## src/sv/bmp24sp_pkg.sv

```systemverilog
package bmp24sp_pkg;

  localparam int unsigned MAX_DIMENSION_DEF = 4096;

  localparam logic [15:0] BMP_SIGNATURE = 16'h4D42;
  localparam logic [15:0] BMP_DEPTH     = 16'd24;
  localparam logic [31:0] HEADER_END    = 32'd30;

  // fixed header byte positions
  localparam logic [31:0] POS_SIG_LO    = 32'd0;
  localparam logic [31:0] POS_SIG_HI    = 32'd1;
  localparam logic [31:0] POS_OFFSET_LO = 32'd10;
  localparam logic [31:0] POS_OFFSET_HI = 32'd13;
  localparam logic [31:0] POS_WIDTH_LO  = 32'd18;
  localparam logic [31:0] POS_WIDTH_HI  = 32'd21;
  localparam logic [31:0] POS_HEIGHT_LO = 32'd22;
  localparam logic [31:0] POS_HEIGHT_HI = 32'd25;
  localparam logic [31:0] POS_DEPTH_LO  = 32'd28;
  localparam logic [31:0] POS_DEPTH_HI  = 32'd29;

  typedef enum logic [2:0] {
    PH_IDLE,
    PH_HEADER,
    PH_SKIP,
    PH_PIXELS,
    PH_DONE,
    PH_ERROR
  } phase_e;

  typedef enum logic [1:0] {
    ST_PIXEL,
    ST_BAD_SIG,
    ST_BAD_DEPTH,
    ST_BAD_SIZE
  } status_e;

  typedef struct packed {
    logic        valid;
    logic [7:0]  blue;
    logic [7:0]  green;
    logic [7:0]  red;
    logic [11:0] row_index;
    logic [11:0] column_index;
    logic        last_pixel;
    status_e     status;
  } result_t;

endpackage

```

## src/sv/bmp24sp_core.sv

```systemverilog
module bmp24sp_core #(
  parameter int unsigned MAX_DIMENSION = bmp24sp_pkg::MAX_DIMENSION_DEF
) (
  input  logic                  clk_i,
  input  logic                  rst_ni,
  input  logic                  step_i,
  input  logic [7:0]            data_byte_i,
  input  logic                  start_of_file_i,
  output bmp24sp_pkg::result_t  result_o
);

  localparam int unsigned CntW = (MAX_DIMENSION > 1) ? $clog2(MAX_DIMENSION) : 1;
  localparam int unsigned ExtW = CntW + 12;
  localparam logic [31:0] MaxDim = 32'(MAX_DIMENSION);

  bmp24sp_pkg::phase_e phase_q, phase_d, phase_c;
  logic [31:0]         pos_q, pos_d, pos_c;
  logic [31:0]         offset_q, offset_d, offset_c;
  logic [31:0]         width_q, width_d, width_c;
  logic [31:0]         height_q, height_d, height_c;
  logic [15:0]         scratch_q, scratch_d, scratch_c;
  logic [7:0]          blue_q, blue_d;
  logic [7:0]          green_q, green_d;
  logic [1:0]          bip_q, bip_d;
  logic [CntW-1:0]     col_q, col_d;
  logic [CntW-1:0]     row_q, row_d;
  logic [1:0]          pad_q, pad_d;

  logic [15:0]         hi_word;
  logic                sig_bad;
  logic                depth_bad;
  logic                size_bad;
  logic [31:0]         pos_inc;
  logic [1:0]          lane;
  logic [CntW:0]       col_inc;
  logic [CntW:0]       row_inc;
  logic                last_col;
  logic                last_row;
  logic                pixel_done;
  logic [ExtW-1:0]     row_ext;
  logic [ExtW-1:0]     col_ext;

  // a start beat abandons the current parse and counts as byte 0
  always_comb begin
    if (start_of_file_i) begin
      phase_c   = bmp24sp_pkg::PH_HEADER;
      pos_c     = '0;
      offset_c  = '0;
      width_c   = '0;
      height_c  = '0;
      scratch_c = '0;
    end else begin
      phase_c   = phase_q;
      pos_c     = pos_q;
      offset_c  = offset_q;
      width_c   = width_q;
      height_c  = height_q;
      scratch_c = scratch_q;
    end
  end

  assign hi_word   = {data_byte_i, scratch_c[7:0]};
  assign sig_bad   = (hi_word != bmp24sp_pkg::BMP_SIGNATURE);
  assign depth_bad = (hi_word != bmp24sp_pkg::BMP_DEPTH);
  assign size_bad  = (width_c == '0) || (width_c > MaxDim) ||
                     (height_c == '0) || (height_c > MaxDim) ||
                     (offset_c < bmp24sp_pkg::HEADER_END);
  assign pos_inc   = pos_c + 32'd1;
  // offset, width and height fields all start on a position with low bits 2'b10
  assign lane      = pos_c[1:0] - 2'd2;

  assign col_inc    = {1'b0, col_q} + 1'b1;
  assign row_inc    = {1'b0, row_q} + 1'b1;
  assign last_col   = (col_inc == width_c[CntW:0]);
  assign last_row   = (row_inc == height_c[CntW:0]);
  assign pixel_done = (pad_q == 2'd0) && (bip_q == 2'd2);
  assign row_ext    = ExtW'(row_q);
  assign col_ext    = ExtW'(col_q);

  // next phase
  always_comb begin
    phase_d = phase_c;
    unique case (phase_c)
      bmp24sp_pkg::PH_HEADER: begin
        if (pos_c == bmp24sp_pkg::POS_SIG_HI && sig_bad) begin
          phase_d = bmp24sp_pkg::PH_ERROR;
        end else if (pos_c == bmp24sp_pkg::POS_DEPTH_HI) begin
          if (depth_bad || size_bad) begin
            phase_d = bmp24sp_pkg::PH_ERROR;
          end else if (offset_c == bmp24sp_pkg::HEADER_END) begin
            phase_d = bmp24sp_pkg::PH_PIXELS;
          end else begin
            phase_d = bmp24sp_pkg::PH_SKIP;
          end
        end
      end
      bmp24sp_pkg::PH_SKIP: begin
        if (pos_inc == offset_c) begin
          phase_d = bmp24sp_pkg::PH_PIXELS;
        end
      end
      bmp24sp_pkg::PH_PIXELS: begin
        if (pixel_done && last_col && last_row) begin
          phase_d = bmp24sp_pkg::PH_DONE;
        end
      end
      default: phase_d = phase_c;
    endcase
  end

  // datapath and result
  always_comb begin
    pos_d     = pos_c;
    offset_d  = offset_c;
    width_d   = width_c;
    height_d  = height_c;
    scratch_d = scratch_c;
    blue_d    = blue_q;
    green_d   = green_q;
    bip_d     = bip_q;
    col_d     = col_q;
    row_d     = row_q;
    pad_d     = pad_q;
    result_o  = '0;
    unique case (phase_c)
      bmp24sp_pkg::PH_HEADER: begin
        pos_d = pos_inc;
        if (pos_c == bmp24sp_pkg::POS_SIG_LO || pos_c == bmp24sp_pkg::POS_DEPTH_LO) begin
          scratch_d = {8'h00, data_byte_i};
        end else if (pos_c == bmp24sp_pkg::POS_SIG_HI) begin
          scratch_d = hi_word;
          if (sig_bad) begin
            result_o.valid  = 1'b1;
            result_o.status = bmp24sp_pkg::ST_BAD_SIG;
          end
        end else if (pos_c >= bmp24sp_pkg::POS_OFFSET_LO &&
                     pos_c <= bmp24sp_pkg::POS_OFFSET_HI) begin
          offset_d[{lane, 3'b000} +: 8] = data_byte_i;
        end else if (pos_c >= bmp24sp_pkg::POS_WIDTH_LO &&
                     pos_c <= bmp24sp_pkg::POS_WIDTH_HI) begin
          width_d[{lane, 3'b000} +: 8] = data_byte_i;
        end else if (pos_c >= bmp24sp_pkg::POS_HEIGHT_LO &&
                     pos_c <= bmp24sp_pkg::POS_HEIGHT_HI) begin
          height_d[{lane, 3'b000} +: 8] = data_byte_i;
        end else if (pos_c == bmp24sp_pkg::POS_DEPTH_HI) begin
          scratch_d = hi_word;
          if (depth_bad) begin
            result_o.valid  = 1'b1;
            result_o.status = bmp24sp_pkg::ST_BAD_DEPTH;
          end else if (size_bad) begin
            result_o.valid  = 1'b1;
            result_o.status = bmp24sp_pkg::ST_BAD_SIZE;
          end else begin
            bip_d = 2'd0;
            col_d = '0;
            row_d = '0;
            pad_d = 2'd0;
          end
        end
      end
      bmp24sp_pkg::PH_SKIP: begin
        pos_d = pos_inc;
        if (pos_inc == offset_c) begin
          bip_d = 2'd0;
          col_d = '0;
          row_d = '0;
          pad_d = 2'd0;
        end
      end
      bmp24sp_pkg::PH_PIXELS: begin
        if (pad_q != 2'd0) begin
          pad_d = pad_q - 2'd1;
        end else if (bip_q == 2'd0) begin
          blue_d = data_byte_i;
          bip_d  = 2'd1;
        end else if (bip_q == 2'd1) begin
          green_d = data_byte_i;
          bip_d   = 2'd2;
        end else begin
          bip_d                 = 2'd0;
          result_o.valid        = 1'b1;
          result_o.blue         = blue_q;
          result_o.green        = green_q;
          result_o.red          = data_byte_i;
          result_o.row_index    = row_ext[11:0];
          result_o.column_index = col_ext[11:0];
          result_o.last_pixel   = last_col && last_row;
          result_o.status       = bmp24sp_pkg::ST_PIXEL;
          if (!(last_col && last_row)) begin
            if (last_col) begin
              col_d = '0;
              row_d = row_inc[CntW-1:0];
              pad_d = width_c[1:0];
            end else begin
              col_d = col_inc[CntW-1:0];
            end
          end
        end
      end
      default: result_o = '0;
    endcase
  end

  always_ff @(posedge clk_i or negedge rst_ni) begin
    if (!rst_ni) begin
      phase_q   <= bmp24sp_pkg::PH_IDLE;
      pos_q     <= '0;
      offset_q  <= '0;
      width_q   <= '0;
      height_q  <= '0;
      scratch_q <= '0;
      blue_q    <= '0;
      green_q   <= '0;
      bip_q     <= '0;
      col_q     <= '0;
      row_q     <= '0;
      pad_q     <= '0;
    end else if (step_i) begin
      phase_q   <= phase_d;
      pos_q     <= pos_d;
      offset_q  <= offset_d;
      width_q   <= width_d;
      height_q  <= height_d;
      scratch_q <= scratch_d;
      blue_q    <= blue_d;
      green_q   <= green_d;
      bip_q     <= bip_d;
      col_q     <= col_d;
      row_q     <= row_d;
      pad_q     <= pad_d;
    end
  end

  // the column counter never runs past the image width
  assert property (@(posedge clk_i) disable iff (!rst_ni)
    phase_q == bmp24sp_pkg::PH_PIXELS |-> ({1'b0, col_q} < width_q[CntW:0]))
    else $error("column count beyond image width");

  assert property (@(posedge clk_i) disable iff (!rst_ni)
    step_i && !start_of_file_i &&
    (phase_q == bmp24sp_pkg::PH_DONE || phase_q == bmp24sp_pkg::PH_ERROR ||
     phase_q == bmp24sp_pkg::PH_IDLE) |-> !result_o.valid)
    else $error("result produced outside an active parse");

  assert property (@(posedge clk_i) disable iff (!rst_ni)
    step_i && result_o.valid && result_o.status != bmp24sp_pkg::ST_PIXEL
    |=> phase_q == bmp24sp_pkg::PH_ERROR)
    else $error("error result did not stop the parse");

endmodule

```

## src/sv/bmp24_stream_parser.sv

```systemverilog
// channel | valid      | stall       | payload
// --------+------------+-------------+-------------------------------------------------
// in      | in_valid_i | in_stall_o  | data_byte_i, start_of_file_i
// out     | out_valid_o| out_stall_i | blue_o, green_o, red_o, row_index_o,
//         |            |             | column_index_o, last_pixel_o, status_o
//
// one byte per cycle while in_stall_o is low; a taken byte reaches the output through
// the input register, then the result register
// in_stall_o rises only while the held byte makes a result and the result register
// holds a beat that out_stall_i keeps
// reset leaves the parser idle; bytes are ignored until one carries start_of_file_i
module bmp24_stream_parser #(
  parameter int unsigned MAX_DIMENSION = bmp24sp_pkg::MAX_DIMENSION_DEF
) (
  input  logic        clk_i,
  input  logic        rst_ni,
  input  logic        in_valid_i,
  output logic        in_stall_o,
  input  logic [7:0]  data_byte_i,
  input  logic        start_of_file_i,
  output logic        out_valid_o,
  input  logic        out_stall_i,
  output logic [7:0]  blue_o,
  output logic [7:0]  green_o,
  output logic [7:0]  red_o,
  output logic [11:0] row_index_o,
  output logic [11:0] column_index_o,
  output logic        last_pixel_o,
  output logic [1:0]  status_o
);

  logic                 s1_valid_q, s1_valid_d;
  logic [7:0]           s1_byte_q;
  logic                 s1_start_q;
  logic                 s1_fire;
  logic                 in_accept;
  logic                 out_free;
  bmp24sp_pkg::result_t res;
  bmp24sp_pkg::result_t out_q;
  logic                 out_valid_q, out_valid_d;

  bmp24sp_core #(
    .MAX_DIMENSION(MAX_DIMENSION)
  ) u_core (
    .clk_i          (clk_i),
    .rst_ni         (rst_ni),
    .step_i         (s1_fire),
    .data_byte_i    (s1_byte_q),
    .start_of_file_i(s1_start_q),
    .result_o       (res)
  );

  assign out_free    = !out_valid_q || !out_stall_i;
  // a byte that makes no result never waits for the output side
  assign s1_fire     = s1_valid_q && (out_free || !res.valid);
  assign in_stall_o  = s1_valid_q && !s1_fire;
  assign in_accept   = in_valid_i && !in_stall_o;
  assign s1_valid_d  = in_accept || (s1_valid_q && !s1_fire);
  assign out_valid_d = (s1_fire && res.valid) || (out_valid_q && out_stall_i);

  always_ff @(posedge clk_i or negedge rst_ni) begin
    if (!rst_ni) begin
      s1_valid_q  <= 1'b0;
      out_valid_q <= 1'b0;
    end else begin
      s1_valid_q  <= s1_valid_d;
      out_valid_q <= out_valid_d;
    end
  end

  always_ff @(posedge clk_i) begin
    if (in_accept) begin
      s1_byte_q  <= data_byte_i;
      s1_start_q <= start_of_file_i;
    end
    if (s1_fire && res.valid) begin
      out_q <= res;
    end
  end

  assign out_valid_o    = out_valid_q;
  assign blue_o         = out_q.blue;
  assign green_o        = out_q.green;
  assign red_o          = out_q.red;
  assign row_index_o    = out_q.row_index;
  assign column_index_o = out_q.column_index;
  assign last_pixel_o   = out_q.last_pixel;
  assign status_o       = out_q.status;

  assert property (@(posedge clk_i) disable iff (!rst_ni)
    in_stall_o |-> s1_valid_q && res.valid && out_valid_q && out_stall_i)
    else $error("input stalled without a blocked result");

  assert property (@(posedge clk_i) disable iff (!rst_ni)
    s1_fire && res.valid |=> out_valid_q)
    else $error("result lost on its way to the output register");

  assert property (@(posedge clk_i) disable iff (!rst_ni)
    out_valid_o && status_o != bmp24sp_pkg::ST_PIXEL |->
      blue_o == 8'd0 && green_o == 8'd0 && red_o == 8'd0 &&
      row_index_o == 12'd0 && column_index_o == 12'd0 && !last_pixel_o)
    else $error("error beat carries pixel data");

  assert property (@(posedge clk_i) disable iff (!rst_ni)
    out_valid_o && last_pixel_o |-> status_o == bmp24sp_pkg::ST_PIXEL)
    else $error("last pixel flag on an error beat");

endmodule
```

## config.mk

```make
export PLATFORM = sky130hd
export DESIGN_NAME = bmp24_stream_parser
export DESIGN_NICKNAME = d
export VERILOG_FILES = /design/src/sv/bmp24sp_pkg.sv /design/src/sv/bmp24sp_core.sv /design/src/sv/bmp24_stream_parser.sv
export SDC_FILE = /design/constraint.sdc
export NUM_CORES = 1
export LEC_CHECK = 0
export ABC_AREA = 1
export BUFFER_PORTS_ARGS = -buffer_cell sky130_fd_sc_hd__clkbuf_2
export CAP_MARGIN = 20
export CORE_MARGIN = 1.5
export CORE_UTILIZATION = 45
export CTS_CLUSTER_DIAMETER = 100
export DETAILED_ROUTE_END_ITERATION = 8
export PLACE_DENSITY_LB_ADDON = 0.25
export SLEW_MARGIN = 20
export SYNTH_ARGS = -nofsm -noshare
export SYNTH_HDL_FRONTEND = slang
export SYNTH_HIERARCHICAL = 1
export SYNTH_SLANG_ARGS = --single-unit
```

## constraint.sdc

```tcl
create_clock -name clk_i -period 4.05 [get_ports clk_i]
set_clock_uncertainty 0.2 [all_clocks]
set_input_delay 0.405 -clock clk_i [delete_from_list [all_inputs] [get_ports clk_i]]
set_output_delay 0.405 -clock clk_i [all_outputs]
set_load 0.005 [all_outputs]
```

# [After elaboration in Yosys (flattened, before gate mapping)]
# Index checks and enable logic that the tools add are counted.
[classes] n_lt_le_gt_ge=9 div=0 n_eq_ne=32 n_addsub=6 muxes=102 multipliers=0 shift=2 bitwise_logic=3 reduce_logical=43
[ops] operator="$mux 32" n=20
[ops] operator="$mux 12" n=19
[ops] operator="$mux 52" n=3
[ops] operator="$mux 16" n=8
[ops] operator="$bwmux 32" n=3
[ops] operator="$eq 32x5->1 const B" n=3
[ops] operator="$logic_not 32->1" n=3
[ops] operator="$pmux 12 s3" n=2
[ops] operator="$ge 32x5->1 const B" n=2
[ops] operator="$gt 32x13->1 const B" n=2
[ops] operator="$le 32x5->1 const B" n=2
[ops] operator="$mux 2" n=25
[ops] operator="$add 32x1->32 const B" n=1
[ops] operator="$eq 32x1->1 const B" n=1
[ops] operator="$eq 32x32->1" n=1
[ops] operator="$ge 32x4->1 const B" n=1
[ops] operator="$le 32x4->1 const B" n=1
[ops] operator="$lt 32x5->1 const B" n=1
[ops] operator="$shift 8x7->32 const A" n=1
[ops] operator="$shiftx 8x7->32" n=1
[ops] operator="$reduce_and 15->1" n=2
[ops] operator="$add 12x1->13 const B" n=2
[ops] operator="$eq 13x13->1" n=2
[ops] operator="$ne 2x2->1 const B" n=11
[ops] operator="31 further kinds" n=80
[totals] ff_bits=253 ramBits=0 input_bits=13 out_inout_bits=53 mem_count=0 rom_bits=0 word_cells=220 latchBits=0

# [Longest topological paths before layout]
# Gate-level depths: netlist (run 1).
[depth] ltp_word=23 ltp_mapped=30 depth_no_buf=24

# [By module]
# The synthesis (run 1) kept the hierarchy.
[by_module_without_submodules] module="bmp24sp_core" seq_area_each_um2=4579.4 n_inst=1 cells_each=2236 area_each_um2=13720.7
[by_module_without_submodules] module="bmp24_stream_parser" seq_area_each_um2=1851.8 n_inst=1 cells_each=74 area_each_um2=1908.1

# [Least setup slack after synthesis (run 1)]
# Ideal clock, no wire load.
[synth_path] path_kind="register -> register" startpoint="register s1_start_q" endpoint="register out_q, in the netlist blue_o[0], enable pin" t_arrival_ns=3.839 setup_time_ns=0.405 setup_slack_ns=-0.394 required_time_ns=3.445 period_less_slack_ns=4.444 stages_incl_launch_ff=17 path_buffers=4 path_cell_list="edfxtp_1 > inv_2 > buf_6 > buf_6 > buf_6 > nand2_1 > clkinv_1 > buf_1 > ha_1 > inv_1 > nor3_1 > nand2_1 > nand2_1 > inv_1 > o31ai_1 > nand3_1 > inv_1"
[synth_rtl] element="start, declared" line="bmp24_stream_parser.sv:34" rtl="logic s1_start_q;"
[synth_rtl] element="start signal, assigned" line="bmp24_stream_parser.sv:74" rtl="s1_start_q <= start_of_file_i;"
[synth_rtl] element="end signal, assigned" line="bmp24_stream_parser.sv:77" rtl="out_q <= res;"
[synth_rtl] element="end, declared" line="bmp24_stream_parser.sv:39" rtl="bmp24sp_pkg::result_t out_q;"

# [Worst setup path in the final report (run 1)]
[layout_path] startpoint="register s1_start_q" endpoint="register u_core.col_q[2]"
[layout_between] elab_chain_cells=19 word_cells_on_any_way=73 classes_between="add/sub (1); order compare (9); eq/ne (24); mux (22); reduce/logical (17)"
[layout_rtl] element="$mux 32" line="bmp24sp_core.sv:45" rtl="if (start_of_file_i) begin"
[layout_rtl] element="$gt 32x13->1 / $logic_not 32->1 (equally long branches)" line="bmp24sp_core.sv:65" rtl="assign size_bad = (width_c == '0) || (width_c > MaxDim) ||"
[layout_rtl] element="$logic_or 1x1->1 (2 in a row)" line="bmp24sp_core.sv:65"
[layout_rtl] element="$logic_or 1x1->1 (2 in a row)" line="bmp24sp_core.sv:66" rtl="(height_c == '0) || (height_c > MaxDim) ||"
[layout_rtl] element="$mux 1" line="bmp24sp_core.sv:150" rtl="end else if (size_bad) begin"
[layout_rtl] element="$mux 1" line="bmp24sp_core.sv:147" rtl="if (depth_bad) begin"
[layout_rtl] element="$mux 1" line="bmp24sp_core.sv:145" rtl="end else if (pos_c == bmp24sp_pkg::POS_DEPTH_HI) begin"
[layout_rtl] element="$mux 1" line="bmp24sp_core.sv:142" rtl="end else if (pos_c >= bmp24sp_pkg::POS_HEIGHT_LO &&"
[layout_rtl] element="$mux 1" line="bmp24sp_core.sv:139" rtl="end else if (pos_c >= bmp24sp_pkg::POS_WIDTH_LO &&"
[layout_rtl] element="$mux 1" line="bmp24sp_core.sv:136" rtl="end else if (pos_c >= bmp24sp_pkg::POS_OFFSET_LO &&"
[layout_rtl] element="$mux 1" line="bmp24sp_core.sv:130" rtl="end else if (pos_c == bmp24sp_pkg::POS_SIG_HI) begin"
[layout_rtl] element="$mux 1" line="bmp24sp_core.sv:128" rtl="if (pos_c == bmp24sp_pkg::POS_SIG_LO || pos_c == bmp24sp_pkg::POS_DEPTH_LO) begin"
[layout_rtl] element="$pmux 1 s2" line="bmp24sp_core.sv:125" rtl="unique case (phase_c)"
[layout_rtl] element="$logic_not 1->1" line="bmp24_stream_parser.sv:55" rtl="assign s1_fire = s1_valid_q && (out_free || !res.valid);"
[layout_rtl] element="$logic_or 1x1->1" line="bmp24_stream_parser.sv:55"
[layout_rtl] element="$logic_and 1x1->1" line="bmp24_stream_parser.sv:55"
[layout_rtl] element="$reduce_and 15->1 (no line)"
[layout_rtl] element="end signal, assigned" line="bmp24sp_core.sv:228" rtl="col_q <= col_d;"
[layout_rtl] element="end, declared" line="bmp24sp_core.sv:25" rtl="logic [CntW-1:0] col_q, col_d;"
# Parallel ways exist; a longest one is shown, timed or not. The select of a mux whose other input is x is not followed.
# A chain may end at the register's enable or synchronous reset.

==> metrics.md, run 1 <==
| Metric | Value |
|---|---|
| Status | completed |
| Post-synth EDFFs | 60 |
| Clk buf depth | 3 |
| Max Fclk | 0.254 GHz |
| Final period utilization | 0.971 |
| Vias in the first global route | about 15000 |
| Synthesis-to-finish area growth | 16.5% |
| Clock transition at path regs | approximately 0.060 ns |
| First-pass GRT wire length | about 79 mm |
| Violation count after the first detailed-route iteration | 1696 |
| Final nets | 2421 |
| Antenna-violating nets left | 0 |
| Syn Nets | 2333 |
| Pwr Total | 7.00 mW |
| Prevailing post-synth register cell | dfrtp_1 |
| Synth Area per Inst | 6.77 sq um |
| Total Routing Usage GR | 0.273 |
| Clock latency on the worst-skew pair | 0.57 ns |
| Pwr dens | 385 nW/um^2 |
| Crit Path Max Fanout | 19 |
| Largest net degree at the start of global routing | 89 |
| Worst vdd ir | 0.305 mV |
| Wire per inst | about 18 um |
| Detailed Place HPWL | roughly 36 mm |
| # clock sinks | 245 |
| Drc violations | 0 |
| Synth async-reset ratio | 0.755 |
| Relative slew margins | 0.284 |
| Worst hold path class | input pin to asynchronous set/reset pin |
| Crit path launch type | flop |
| Post-layout util | 0.530 |
| Cts bufs inserted | 28 |
| CTS Root Cell | clkbuf_16 |
| Rows | 68 |
| Layout cell share with drive strength beyond 1 | 0.107 |
| Synth warn | 6 |
| Max-cap check violation count | 0 |
| Post-synthesis sequential area ratio | 0.411 |
| CP arrival | 4.23 ns |
| CORE AREA | 34400 sq um |
| Worst EP required | 4.35 ns |
| Die height | 189 um |
| Post-Place Cell Area | around 17000 sq um |
| Final min period | 3.93 ns |
| Vias | 16100 |
| Critical path class | flop to flop |
| Grt ovf | 0 |
| ANT cells | 0 |
| Post-detailed-routing wire length | 50.9 mm |
| Routability cong. | 0.951 |
| Final Hold Viols | 0 |
| Synth Cell Area | 15600 sq um |
| Yosys reg bits | 245 |
| P_leak | 8.61 nW |
| Setup crit end kind | flop |
| Starting Density | 0.455 |
| Post-synthesis cell type count | between 40 and 50 |
| Cells after Synth | 2310 |
| Die span in x | 189 um |
| H-Tree Depth | 1 |
| Setup Viol. Count Final | 0 |
| Die area | approximately 36000 sq um |
| Design area | 18200 sq um |
| Routed vias/inst | 5.59 |
| Worst-Margin Slew | ~1.1 ns |
| IO Count | 66 |
| Setup TNS Final | 0 ns |
| Slew Viols, Final | 0 |
| Hold WS | 0.252 ns |
| CTS tree | done |
| I/O Buffers | between 60 and 70 |
| Initial antenna violation count | 0 |
| TritonRoute pass-1 iters | 6 |
stage by stage:
stage,setup slack [ns],instances
after floorplan,0.0257,2310
after global placement,0.0197,2793
after detailed placement,-0.0328,2793
after CTS,0.000558,2858
after global routing,-0.0142,2875
final,0.119,2875
routing by layer:
layer / part of all wire / GRT usage / up-vias / routed length, um
met2: 0.46 / 0.454 / 669 / 23500
met4: 0.039 / 0.103 / 0 / 2000
met3: 0.067 / 0.0321 / 116 / 3410
li1: - / - / 7773 / -
met1: 0.43 / 0.366 / 7510 / 22000
met5: 0 / 0 / - / 0
cells in the final DEF, fill, tap and decap left out, types with 3 or more instances in the layout:
cell	netlist	final
o211ai_1	10	10
clkinv_1	6	7
nor3_2	2	9
edfxtp_1	60	60
clkbuf_16	0	35
nand2_1	698	682
nand3_1	180	178
o31ai_1	6	5
buf_12	0	10
buf_6	7	3
nor2_2	7	14
a21oi_1	92	92
o22ai_1	14	14
nor2_1	348	338
o21ai_0	161	160
clkbuf_2	0	64
inv_2	8	8
nand2_2	3	19
nor2_4	4	7
nor4_1	6	5
a31oi_1	29	29
ha_1	10	10
dfrtp_1	185	185
nor3_1	45	38
clkbuf_8	0	4
nand3b_1	10	10
dlygate4sd3_1	0	13
o21ai_1	7	8
buf_4	7	44
xor2_1	9	9
nand3_2	9	11
inv_6	0	3
clkinvlp_4	0	5
inv_1	228	224
nand4_1	69	69
bufinv_16	0	5
clkinv_2	0	3
a22oi_1	5	5
registers in the layout, summed over array words and instances, names as in the netlist, 12 cells and up:
name	cells
u_core/height_q	32
u_core/offset_q	32
u_core/pos_q	32
u_core/width_q	32
column_index_o	12
row_index_o	12
u_core/col_q	12
u_core/row_q	12
final timing paths:
path,from,endpoint,slack (ns),cells after the start
setup / recovery,s1_start_q,u_core/col_q[2],0.12,21
min in group clk_i,u_core/height_q[14],u_core/height_q[14],0.28,2
hold / removal,rst_ni,u_core/col_q[11],0.25,2
hold reg to reg,u_core/height_q[14],u_core/height_q[14],0.28,2
setup reg to reg,s1_start_q,u_core/col_q[2],0.12,21
max in group asynchronous,rst_ni,u_core/pos_q[20],2.47,3
power by group:
part | internal (mW) | switching [mW]
combinational | 0.435 | 0.980
clock | 1.66 | 1.12
sequential | 2.67 | 0.138
synthesized netlist by cell type (9+ instances only):
cell type,n,area (sq um)
nand2_1,698,2620
nor2_1,348,1310
inv_1,228,856
dfrtp_1,185,4630
nand3_1,180,901
o21ai_0,161,806
a21oi_1,92,460
nand4_1,69,432
edfxtp_1,60,1800
clkbuf_1,48,180
nor3_1,45,225
a31oi_1,29,181
buf_2,16,80.1
o22ai_1,14,87.6
ha_1,10,125
nand3b_1,10,75.1
o211ai_1,10,75.1
nand3_2,9,90.1
xor2_1,9,78.8
worst max-delay path: stages, from the launching register on:
cell       delay (ns)
edfxtp_1         0.43
buf_4            0.19
buf_12           0.16
nor2_2           0.20
ha_1             0.23
inv_1            0.11
nor2_4           0.19
nand2_1          0.18
clkinv_1         0.19
nand2_1          0.07
nand2_1          0.11
nand2_1          0.06
nand2_1          0.05
nand2_1          0.07
nor2_1           0.09
nand2_1          0.05
nor2_1           0.26
nand3_2          0.22
a21oi_4          0.35
clkbuf_16        0.24
nand4_1          0.08
nand2_1          0.09
cell families after synthesis:
kind of cell	count (synthesis)	synth area share
simple gates	1389	0.376
compound gates	328	0.113
buf+inv	328	0.0851
fa+ha+maj	10	0.00801
flops	245	0.411
xor+xnor	10	0.00648
cell type report:
class | count | area, sq um
clock buffers | 33 | 749
clock inverters | 19 | 262
fillers | 3400 | 16200
inverters | 242 | 922
multi-input cells | 1737 | 8020
flip-flops and latches | 245 | 6430
well taps | 455 | 569
repair buffers | 144 | 1260
what timing repair did:
action,in CTS,in global routing
setup buffers,0,9
endpoints found under the setup margin,18,71
resized for setup,5,47
pin swaps,0,12
gates cloned,0,8
hold endpoints to repair,91,0
hold buffers,13,0
Note: power is estimated with default switching activity, not from simulation.
==> run 2: changes to the inputs <==
--- a/config.mk
+++ b/config.mk
@@ -8,8 +8,10 @@
 export ABC_AREA = 1
 export BUFFER_PORTS_ARGS = -buffer_cell sky130_fd_sc_hd__clkbuf_2
 export CAP_MARGIN = 20
+export CELL_PAD_IN_SITES_DETAIL_PLACEMENT = 0
+export CELL_PAD_IN_SITES_GLOBAL_PLACEMENT = 1
 export CORE_MARGIN = 1.5
-export CORE_UTILIZATION = 45
+export CORE_UTILIZATION = 37
 export CTS_CLUSTER_DIAMETER = 100
 export DETAILED_ROUTE_END_ITERATION = 8
 export PLACE_DENSITY_LB_ADDON = 0.25
==> metrics.md, run 2 (synthesis gave the netlist of run 1 again) <==
| Metric | Value |
|---|---|
| Antenna-violating nets left | 0 |
| Clock transition at path regs | 0.07 ns |
| Commonest cells after routing, fill and taps aside | 673 x nand2_1, 338 x nor2_1, 223 x inv_1, 185 x dfrtp_1, 177 x nand3_1 |
| Post-detailed-routing wire length | 53.9 mm |
| Drc violations | 0 |
| Worst vdd ir | 0.325 mV |
| Die area | 43500 sq um |
| Grt ovf | 0 |
| Starting Density | 0.373 |
| Layout cell share with drive strength beyond 1 | 0.116 |
| Busiest grt layer | met2 |
| Crit Path Max Fanout | 30 |
| Violation count after the first detailed-route iteration | 1291 |
| H-Tree Depth | 1 |
| Final min period | ~4 ns |
| Routability cong. | around 0.94 |
| Setup Viol. Count Final | 0 |
| Met2 GRT Util | 0.400 |
| Critical path class | flop to primary output |
| CTS tree | done |
| TritonRoute pass-1 iters | 5 |
| RSZ-0062 raised after global routing | yes |
| Worst-Margin Slew | between 1 and 1.5 ns |
| Vias | 15800 |
| CTS Root Cell | clkbuf_16 |
| Wire per inst | about 18 um |
| Worst hold path class | input pin to asynchronous set/reset pin |
| Detailed Place HPWL | 38.9 mm |
| Relative slew margins | 0.265 |
| Met3 usage | 0.0329 |
| Global Route met1 Usage | 0.323 |
| Post-layout util | 0.442 |
| Max Fclk | between 0.2 and 0.3 GHz |
| Cts bufs inserted | 30 |
| Synthesis-to-finish area growth | 18.4% |
| Commonest non-fill, non-tap cell in the layout | nand2_1 |
| Vias in the first global route | 14800 |
| Crit path launch type | flop |
| Total Routing Usage GR | 0.243 |
| Max-cap check violation count | 0 |
| CP arrival | about 3.4 ns |
| Rows | 75 |
| IO Count | 66 |
| Pwr dens | 392 nW/um^2 |
| Largest net degree at the start of global routing | 89 |
| Final Hold Viols | 0 |
| I/O Buffers | 65 |
| Setup crit end kind | primary output |
| P_leak | 8.72 nW |
| Status | completed |
| Worst EP required | 3.44 ns |
| Die height | 209 um |
| ANT cells | 0 |
| CORE AREA | about 42000 sq um |
| Routed vias/inst | ~5.3 |
| First-pass GRT wire length | 83.8 mm |
| # clock sinks | roughly 250 |
| Clk buf depth | 3 |
| Final nets | 2429 |
| Initial antenna violation count | 0 |
| Die span in x | 209 um |
| Clock latency on the worst-skew pair | 0.61 ns |
| Final period utilization | 0.987 |
| Slew Viols, Final | 0 |
| Hold WS | 0.204 ns |
-- run 2: cell types whose count changed in the layout (fill, tap and decap cells not counted), moves of 3 or more --
| cell | previous run | this run |
|---|---|---|
| inv_6 | 3 | 0 |
| nand2_2 | 19 | 26 |
| buf_6 | 3 | 6 |
| clkinv_4 | 2 | 7 |
| nand2_1 | 682 | 673 |
| buf_4 | 44 | 49 |
-- run 2: final cells by class --
type	count	area [sq um]
inverter	242	926
timing repair buffer	150	1270
clock inverter	22	319
clock buffer	34	807
tap	539	674
multi-input combinational	1737	8080
fill	4352	23300
sequential	245	6430
-- run 2: stage by stage --
stage	power (mW)	cell area, sq um	std cells	TNS, ns	setup WS [ns]
floorplan	3.68	15600	2310	0	0.0257
global placement	4.14	16800	2884	-7.60	-0.299
detailed placement	4.14	16800	2884	-7.84	-0.264
CTS	7.21	18100	2953	-0.0442	-0.0442
global route	7.60	18500	2969	-0.403	-0.0781
finish	7.24	18500	2969	0	0.0543
-- run 2: path summary, 6_finish.rpt --
check / cells after the start / slack (ns) / start / end
worst max-delay path: 17 / 0.05 / s1_start_q / in_stall_o
worst min-delay path: 2 / 0.20 / rst_ni / u_core/green_q[4]
worst max register to register: 19 / 0.10 / s1_start_q / u_core/bip_q[1]
worst min register to register: 2 / 0.28 / u_core/width_q[27] / u_core/width_q[27]
max in group asynchronous: 3 / 2.48 / rst_ni / u_core/pos_q[16]
min in group clk_i: 2 / 0.28 / u_core/width_q[27] / u_core/width_q[27]
-- run 2: metal layers --
layer  up-vias  routed length (um)
met5         -                   0
met4         0                2050
met3       107                2830
met2       476               25100
met1      7445               23900
li1       7780                   -
-- run 2: power by group --
group	switching [mW]	internal [mW]	leakage [nW]	total (mW)
sequential	0.133	2.67	3.04	2.80
combinational	0.982	0.431	5.14	1.41
clock	1.20	1.83	0.539	3.03
total	2.31	4.93	8.72	7.24
-- run 2: repair_timing --
item,CTS,global route
resized for setup,10,60
hold endpoints to repair,97,0
setup endpoints to repair,55,133
hold buffers,13,0
setup buffers,0,10
pin swaps,1,13
cloned,0,6
-- run 2: critical path, cell delays in order, from the launching register on --
cell and delay, ns:
edfxtp_1 0.41, clkinv_4 0.14, buf_16 0.19, nand2_1 0.16, nand2_1 0.07, nor2_1 0.12
nand4_1 0.18, inv_2 0.13, nand2_2 0.10, nor2_1 0.11, buf_4 0.14, o21ai_0 0.13
nand2_2 0.12, inv_2 0.05, o31ai_4 0.22, nand3_2 0.17, nor2_4 0.15, clkbuf_2 0.13
==> run 3: changes to the inputs <==
--- a/config.mk
+++ b/config.mk
@@ -6,6 +6,7 @@
 export NUM_CORES = 1
 export LEC_CHECK = 0
 export ABC_AREA = 1
+export ABC_CLOCK_PERIOD_IN_PS = 4050
 export BUFFER_PORTS_ARGS = -buffer_cell sky130_fd_sc_hd__clkbuf_2
 export CAP_MARGIN = 20
 export CELL_PAD_IN_SITES_DETAIL_PLACEMENT = 0
@@ -18,5 +19,4 @@
 export SLEW_MARGIN = 20
 export SYNTH_ARGS = -nofsm -noshare
 export SYNTH_HDL_FRONTEND = slang
-export SYNTH_HIERARCHICAL = 1
 export SYNTH_SLANG_ARGS = --single-unit
==> metrics.md, run 3 <==
| Metric | Value |
|---|---|
| Status | completed |
| Routed vias/inst | 5.32 |
| Critical path class | flop to flop |
| Clock transition at path regs | about 0.06 ns |
| Die area | 43900 sq um |
| Routability cong. | 0.925 |
| Most instantiated library cell after synthesis | nand2_1 |
| Synth Area per Inst | 6.79 sq um |
| I/O Buffers | 65 |
| Final period utilization | 0.954 |
| Setup crit end kind | flop |
| CORE AREA | 42000 sq um |
| Clock power frac | 0.443 |
| Yosys reg bits | 245 |
| Synth Cell Area | 15800 sq um |
| IO Count | 66 |
| Worst EP required | 4.33 ns |
| Violation count after the first detailed-route iteration | ~1600 |
| Relative slew margins | 0.394 |
| Yosys top cell area share | 0.293 |
| Synth warn | 0 |
| CTS tree | done |
| Max-cap check violation count | 0 |
| Max Fclk | 0.259 GHz |
| CP arrival | 4.15 ns |
| ANT cells | 0 |
| Post-synth EDFFs | 60 |
| Wire per inst | 18.0 um |
| Crit path launch type | flop |
| Seq pwr share | 0.405 |
| Antenna-violating nets left | 0 |
| Pwr dens | between 300 and 400 nW/um^2 |
| Switching Fraction | 0.296 |
| Post-synthesis sequential area ratio | 0.408 |
| TritonRoute pass-1 iters | 5 |
| Pre-CTS WS | 0.0534 ns |
| Worst vdd ir | 0.335 mV |
| Fin worst setup slack | 0.188 ns |
| Post-synthesis cell type count | 47 |
| Clk buf depth | 3 |
| Clock latency on the worst-skew pair | ~0.61 ns |
| Final nets | 2444 |
| Syn Nets | 2345 |
| Setup Viol. Count Final | 0 |
| Drc violations | 0 |
| Slew Viols, Final | 0 |
| Vias in the first global route | 14500 |
| Layout cell share with drive strength beyond 1 | 0.100 |
| Rows | 75 |
| Synthesis-to-finish area growth | 16.2% |
| # clock sinks | 245 |
| Final Hold Viols | 0 |
| Prevailing post-synth register cell | dfrtp_1 |
| Die span in x | 210 um |
| Switching power | 1.99 mW |
| Post-detailed-routing wire length | 53.9 mm |
| Setup TNS Final | 0 ns |
| CTS Root Cell | clkbuf_16 |
| Worst-Margin Slew | about 0.9 ns |
| Die height | 210 um |
| Synth async-reset ratio | 0.755 |
| Largest area contributor in the netlist | dfrtp_1 |
| Grt ovf | 0 |
| Share of power burned in combinational logic | 0.151 |
| Starting Density | 0.375 |
| Final min period | 3.86 ns |
| Commonest cells after routing, fill and taps aside | 720 x nand2_1, 315 x nor2_1, 253 x inv_1, 223 x nand3_1, 197 x o21ai_0 |
| Largest net degree at the start of global routing | 105 |
| First-pass GRT wire length | between 80 and 90 mm |
| Synth area leaders | dfrtp_1 29%, nand2_1 17%, edfxtp_1 11%, nor2_1 7.6%, nand3_1 7.1% |
| H-Tree Depth | 1 |
| Int Pwr | 4.73 mW |
| Commonest non-fill, non-tap cell in the layout | nand2_1 |
| Total Routing Usage GR | 0.244 |
| Crit Path Max Fanout | 12 |
| RSZ-0062 raised after global routing | no |
| Initial antenna violation count | 0 |
| Commonest cells in the netlist | 725 x nand2_1, 319 x nor2_1, 254 x inv_1, 223 x nand3_1, 197 x o21ai_0 |
| Worst hold path class | input pin to asynchronous set/reset pin |
| Vias | 15900 |
| Cts bufs inserted | 30 |
| Detailed Place HPWL | between 30 and 40 mm |
| Cells after Synth | 2323 |
| P_leak | about 8.6 nW |
## run 3: cell count changes after synthesis, moves of 6 or more
cell and delta:
o21ai_0 +36, nor2_1 -29, nand2_1 +27, inv_1 +26
clkbuf_1 -10, o32ai_1 +11, o22ai_1 -6, nand3_1 +43
nand4_1 -7, a21oi_1 -84, buf_2 +22, nor3_1 -15
## run 3: worst max-delay path: stages, from the launching register on
cell        delay (ns)
edfxtp_1          0.43
clkinv_4          0.13
buf_4             0.16
nand2_4           0.06
inv_4             0.03
ha_1              0.24
inv_1             0.16
nor2_2            0.08
nand2_1           0.23
clkinvlp_4        0.26
nand2_1           0.15
nand2_1           0.07
nand2_1           0.06
nand2_1           0.04
nor2_1            0.12
nand2_1           0.10
nor3_2            0.23
nand3_2           0.21
a21oi_2           0.31
nand4_1           0.12
buf_4             0.23
nand2_1           0.08
nand2_1           0.05
## run 3: cells by family after synthesis
logic type,Yosys count,synth area share
XOR/XNOR,17,0.0121
flip-flops,245,0.408
multiplexers,2,0.00143
adder cells (fa/ha/maj),9,0.00714
AO/OA/AOI/OAI,292,0.103
AND/OR/NAND/NOR,1406,0.376
buffers and inverters,352,0.0923
## run 3: stage by stage
stage | area (sq um) | power (mW) | util | instances | hold WS, ns
after global routing | 18300 | 6.99 | 0.436 | 2984 | 0.298
after global placement | 17100 | 3.76 | 0.406 | 2914 | 0.265
after floorplan | 15800 | 3.37 | - | 2323 | -0.0906
after detailed placement | 17100 | 3.76 | 0.406 | 2914 | 0.269
after CTS | 18300 | 6.77 | 0.435 | 2981 | 0.279
final | 18300 | 6.71 | 0.436 | 2984 | 0.252
## run 3: final timing paths
check / startpoint / to / slack [ns] / depth (start not counted)
min in group clk_i: u_core.width_q[6] / u_core.width_q[6] / 0.28 / 2
hold reg to reg: u_core.width_q[6] / u_core.width_q[6] / 0.28 / 2
setup reg to reg: s1_start_q / u_core.col_q[9] / 0.19 / 22
hold / removal: rst_ni / u_core.blue_q[5] / 0.25 / 2
max in group asynchronous: rst_ni / u_core.pos_q[24] / 2.44 / 3
setup / recovery: s1_start_q / u_core.col_q[9] / 0.19 / 22
## run 3: power groups by stage
stage          Sequential (mW)  Clock (mW)  Combinational, mW
2_1_floorplan             2.73           0              0.636
3_3_place_gp              2.77           0              0.991
3_5_place_dp              2.77           0              0.993
4_1_cts                   2.72        3.04               1.01
5_1_grt                   2.73        3.12               1.13
6_report                  2.72        2.98               1.02
## run 3: final cells by class
class / instances / area (sq um)
tap: 539 / 674
fill: 4378 / 23700
clock inverter: 17 / 269
inverter: 260 / 991
sequential: 245 / 6430
timing repair buffer: 159 / 1180
multi-input combinational: 1726 / 7970
clock buffer: 38 / 821
## run 3: repair_timing
| action | CTS | global route |
|---|---|---|
| endpoints found under the setup margin | 1 | 73 |
| buffers inserted | 0 | 3 |
| hold endpoints to repair | 100 | 0 |
| hold buffers | 12 | 0 |
| cloned | 0 | 0 |
| gates resized for setup | 1 | 9 |
## run 3: metal layers
metal | vias up | GRT usage | share of wire | wire, um
met4 | 0 | 0.0630 | 0.025 | 1370
li1 | 7785 | - | - | -
met5 | - | 0 | 0 | 0
met2 | 491 | 0.389 | 0.44 | 24000
met1 | 7519 | 0.351 | 0.48 | 25800
met3 | 84 | 0.0295 | 0.052 | 2780
